**config.mk**
```make
export PLATFORM = sky130hd
export DESIGN_NAME = ftsq_ctrl
export DESIGN_NICKNAME = d
export VERILOG_FILES = /design/src/hdl/ftsq_pkg.sv /design/src/hdl/ftsq_ctrl.sv
export SDC_FILE = /design/constraint.sdc
export NUM_CORES = 1
export LEC_CHECK = 0
export BUFFER_PORTS_ARGS = -buffer_cell sky130_fd_sc_hd__buf_2
export CAP_MARGIN = 20
export CORE_AREA = 2 2 39 41
export DETAILED_ROUTE_END_ITERATION = 8
export DIE_AREA = 0 0 41 43
export PLACE_DENSITY = 0.57
export SLEW_MARGIN = 15
export SYNTH_ARGS = -nofsm -noshare
export SYNTH_HDL_FRONTEND = slang
export SYNTH_SLANG_ARGS = --single-unit
```
**constraint.sdc**
```tcl
create_clock -name clk -period 1.7 [get_ports clk]
set_input_delay 0 -clock clk [delete_from_list [all_inputs] [get_ports clk]]
set_output_delay 0 -clock clk [all_outputs]
set_load 0.01 [all_outputs]
```
**src/hdl/ftsq_pkg.sv**
```systemverilog
// Package: types and constants of the fixed-time signal state query unit
package ftsq_pkg;

	localparam int unsigned TW = 16;
	localparam int unsigned CW = 24;
	localparam int unsigned QW = 32;
	// width of a time value during the walk (cycle plus a phase plus margin)
	localparam int unsigned WW = 34;

	localparam logic [CW-1:0] MIN_CYCLE = CW'(10);

	localparam logic OP_LOAD  = 1'b0;
	localparam logic OP_QUERY = 1'b1;

	localparam logic [1:0] REG_OFFSET = 2'd0;
	localparam logic [1:0] REG_CYCLE  = 2'd1;
	localparam logic [1:0] REG_COUNT  = 2'd2;

	localparam logic [1:0] VEH_OFF = 2'd0;
	localparam logic [1:0] VEH_RED = 2'd1;
	localparam logic [1:0] VEH_YEL = 2'd2;
	localparam logic [1:0] VEH_GRN = 2'd3;

	localparam logic [1:0] PED_OFF   = 2'd0;
	localparam logic [1:0] PED_DONT  = 2'd1;
	localparam logic [1:0] PED_FLASH = 2'd2;
	localparam logic [1:0] PED_WALK  = 2'd3;

	typedef struct packed {
		logic          operation;
		logic [4:0]    phase_slot;
		logic [7:0]    group_id;
		logic [TW-1:0] lead_interval;
		logic [TW-1:0] green_time;
		logic [TW-1:0] yellow_time;
		logic [TW-1:0] all_red_time;
		logic [TW-1:0] walk_time;
		logic [TW-1:0] flash_time;
		logic [QW-1:0] query_time;
	} in_item_t;

	typedef struct packed {
		logic [1:0]    vehicle_aspect;
		logic [1:0]    pedestrian_aspect;
		logic [CW-1:0] wait_to_green;
		logic [CW-1:0] green_left;
		logic [CW-1:0] red_time;
	} out_item_t;

	typedef enum logic [2:0] {
		ST_IDLE,
		ST_SUM,
		ST_MOD,
		ST_WALK,
		ST_DONE
	} state_t;

	// controller -> datapath
	typedef struct packed {
		logic capture;   // take input item
		logic load;      // write phase into table
		logic sum_clr;
		logic sum_step;  // add one phase length
		logic mod_init;
		logic mod_step;  // one restoring division bit
		logic walk_clr;
		logic walk_step; // evaluate one phase
		logic finish;    // build result
		logic zero_res;  // result of a load item
	} ctl_t;

	// datapath -> controller
	typedef struct packed {
		logic is_query;
		logic idx_last;  // last phase of the table visited
		logic mod_last;  // last division bit
		logic empty;     // no phase in use
	} sts_t;

endpackage

```
**src/hdl/ftsq_ctrl.sv**
```systemverilog
// Controller: sequences load, sum, modulo and phase walk
module ftsq_ctrl (
	input  logic              clk,
	input  logic              arst_n,
	input  logic              in_valid,
	output logic              in_stall,
	output logic              out_valid,
	input  logic              out_stall,
	input  ftsq_pkg::sts_t    sts,
	output ftsq_pkg::ctl_t    ctl
);
	ftsq_pkg::state_t state_q, state_nxt;
	logic out_valid_q;
	logic acc;

	assign acc = in_valid && !in_stall;
	assign in_stall = (state_q != ftsq_pkg::ST_IDLE) || (out_valid_q && out_stall);
	assign out_valid = out_valid_q;

	always_comb begin
		state_nxt = state_q;
		unique case (state_q)
			ftsq_pkg::ST_IDLE: begin
				if (acc) state_nxt = ftsq_pkg::ST_SUM;
			end
			ftsq_pkg::ST_SUM: begin
				if (!sts.is_query) state_nxt = ftsq_pkg::ST_DONE;
				else if (sts.empty || sts.idx_last) state_nxt = ftsq_pkg::ST_MOD;
			end
			ftsq_pkg::ST_MOD: begin
				if (sts.mod_last) state_nxt = sts.empty ? ftsq_pkg::ST_DONE : ftsq_pkg::ST_WALK;
			end
			ftsq_pkg::ST_WALK: begin
				if (sts.idx_last) state_nxt = ftsq_pkg::ST_DONE;
			end
			ftsq_pkg::ST_DONE: state_nxt = ftsq_pkg::ST_IDLE;
			default: state_nxt = ftsq_pkg::ST_IDLE;
		endcase
	end

	always_comb begin
		ctl = '0;
		ctl.capture = acc;
		ctl.sum_clr = acc;
		unique case (state_q)
			ftsq_pkg::ST_IDLE: ;
			ftsq_pkg::ST_SUM: begin
				if (!sts.is_query) ctl.load = 1'b1;
				else begin
					ctl.sum_step = !sts.empty;
					ctl.mod_init = sts.empty || sts.idx_last;
				end
			end
			ftsq_pkg::ST_MOD: begin
				ctl.mod_step = 1'b1;
				ctl.walk_clr = sts.mod_last;
			end
			ftsq_pkg::ST_WALK: ctl.walk_step = 1'b1;
			ftsq_pkg::ST_DONE: begin
				ctl.finish = sts.is_query;
				ctl.zero_res = !sts.is_query;
			end
			default: ;
		endcase
	end

	always_ff @(posedge clk or negedge arst_n) begin
		if (!arst_n) begin
			state_q     <= ftsq_pkg::ST_IDLE;
			out_valid_q <= 1'b0;
		end else begin
			state_q <= state_nxt;
			if (state_q == ftsq_pkg::ST_DONE) out_valid_q <= 1'b1;
			else if (!out_stall) out_valid_q <= 1'b0;
		end
	end
endmodule

```
==> flow_summary.yaml <==
pwr:
  seq_power_share: 0.295
  p_clk_frac: 0.146
  power.leakage_uw: 0.000265
  pwr-share-comb: 0.560
  power_switching_uw: 342
  p_per_area_nw_per_um2: 1610
  switching_share: 0.441
  vdd_drop_max_uv: 557
  intPower_uw: 434
yosys:
  ys_seq_area_frac: 0.274
  syn-num-nets: 51
  syn_area_per_cell_um2: 8.50
  postSynthCellCount: 43
  yosysUniqueCellTypes: 23
  ys_seq_elements: 4
  yosys_warnings: 0
  synthesis.area_um2: 365
sta:
  fin_crit_ns: 1.43
  slew_violations: 0
  fmax_mhz: 701
  max-slew-margin-rel: 0.718
  setup_viol: 0
  worst_pin_slew_ns: 0.419
  hold_viol: 0
  clock_skew_ns: 0.00186
  rsz0062_at_grt: "false"
  timing.setup.tns_ns: 0
  period_share: 0.839
die:
  coreArea_um2: 1380
  fp-row-count: 14
  start_util: 0.264
  dieArea_um2: 1760
  die_height_um: 43
  ios: 20
  die_w_um: 41
routing:
  via_count: 380
  first_pass_iters: 2
  drt_wl_total_um: 836
  routedWlPerCell_um: 10.7
  route.detailed.drc: 0
  antenna_left: 0
  viasPerCell: 4.87
  drt-initial-drc-count: 4
final_layout:
  final_cell_count_no_fill: 78
  num_antenna_cells: 0
  filler_cell_count: 151
  regArea_um2: 100
  layout.nets: 72
  multiInputGateArea_um2: 223
  final_common_cell: "buf_2"
  area_growth_pct: 31.8
  drive_above_1_share: 0.435
  mostFrequentLayoutCells: "19 x buf_2, 5 x nor2_1, 4 x nand2_1, 4 x dfrtp_1"
cts:
  cts-root-buf: "clkbuf_4"
  cts_buffer_depth: 2
  numCtsBuffers: 3
  insertion_delay_ns: 0.23
  numClockSinks: 4
  cts-hold-fix-buffers: 1
  cts_resized: 0
  cts_tree: "done"
  postCtsSetupBuffers: 0
  h-tree-depth: 1
  clkSlewWorstSetupHoldPaths_ns: 0.04
critical_path:
  reg2reg_depth: 3
  startpoint: "state_q[1]"
  r2r_slack_ns: 0.27
  crit_type: "reg -> out"
  cp.arrival_ns: 1.43
  worstReg2RegStart: "state_q[0]"
  r2r_end: "state_q[0]"
  crit_end: "ctl[3]"
  crit_required_ns: 1.70
  end_kind: "output port"
  critPathLaunchType: "flop"
  crit_path_max_fanout: 10
placement:
  io_buffer_count: 19
  numPlacedInstances: 74
  place_congestion: 0.800
  dp_hpwl_um: 657
run:
  drv_cap: 0
status:
  status: "finished, final reports clean"
worst_hold_path:
  hold_path_depth: 3
  min_path_type: "in -> reg"
grt:
  grt_overflow: 0
  grt_antenna_before_repair: 0
  grt_pass1_vias: 314
  grt_pass1_wl_um: 1280
  grt_usage: 0.110
  grt_max_degree: 15
cell type report:
type / instances / share of cell area
multi-input combinational: 32 / 0.462
timing repair buffer: 20 / 0.218
sequential: 4 / 0.208
clock buffer: 3 / 0.0468
tap: 16 / 0.0416
inverter: 3 / 0.0234
worst max-delay path, stage by stage (launching register included):
cell	delay, ns
dfrtp_1	0.55
and2b_4	0.23
nor2b_1	0.16
and2_1	0.14
buf_2	0.12
power groups by stage:
stage / Combinational [uW] / Sequential [uW] / Clock [uW]
global route: 486 / 239 / 126
detailed placement: 438 / 227 / 0
global placement: 434 / 226 / 0
finish: 434 / 229 / 113
CTS: 441 / 226 / 120
floorplan: 385 / 179 / 0
synthesized netlist by cell type, drive strengths merged:
master	instances	area share
mux2	1	0.041
nor4	2	0.034
a32oi	1	0.045
or3	1	0.017
o31ai	2	0.041
and2b	1	0.027
inv	3	0.031
mux2i	2	0.055
nor2	6	0.069
a21oi	2	0.027
nand3b	1	0.021
a21boi	1	0.021
nor4b	1	0.041
nor2b	1	0.017
nand2	4	0.041
buf	4	0.086
and3	2	0.034
and2	3	0.051
dfrtp	4	0.27
o311a	1	0.027
per-stage QoR:
| step | instance area, um2 | worst slack (ns) | hold WS, ns | power [uW] | utilization |
|---|---|---|---|---|---|
| finish | 482 | 0.273 | 0.0176 | 776 | 0.348 |
| global route | 482 | 0.195 | 0.0441 | 851 | 0.348 |
| CTS | 482 | 0.269 | 0.0172 | 786 | 0.348 |
| detailed placement | 449 | 0.285 | -0.194 | 665 | 0.325 |
| global placement | 449 | 0.316 | -0.192 | 659 | 0.325 |
| floorplan | 365 | 0.455 | -0.296 | 564 | - |
worst min-delay path by stage:
stage | start | to | slack, ns
finish | out_stall | out_valid | 0.02
global route | out_stall | out_valid | 0.04
CTS | out_stall | out_valid | 0.02
detailed placement | arst_n | out_valid | -0.19
global placement | arst_n | state_q[1] | -0.19
floorplan | arst_n | out_valid | -0.30
state kept, by name (all words and copies together), names as in the netlist:
name / flops
state_q: 3
out_valid: 1
per-layer routing:
metal  vias up  share of wire  global-route usage
li1        191              -                   -
met1       172           0.47               0.138
met2        17           0.46               0.150
met3         0          0.073              0.0366
met4         0              0              0.0800
met5         -              0                   0
cell families after synthesis:
| family | synth area share |
|---|---|
| buf+inv | 0.116 |
| flops | 0.274 |
| simple gates | 0.353 |
| compound gates | 0.161 |
| mux | 0.0959 |
No activity file was read; power rests on OpenSTA's default activity.
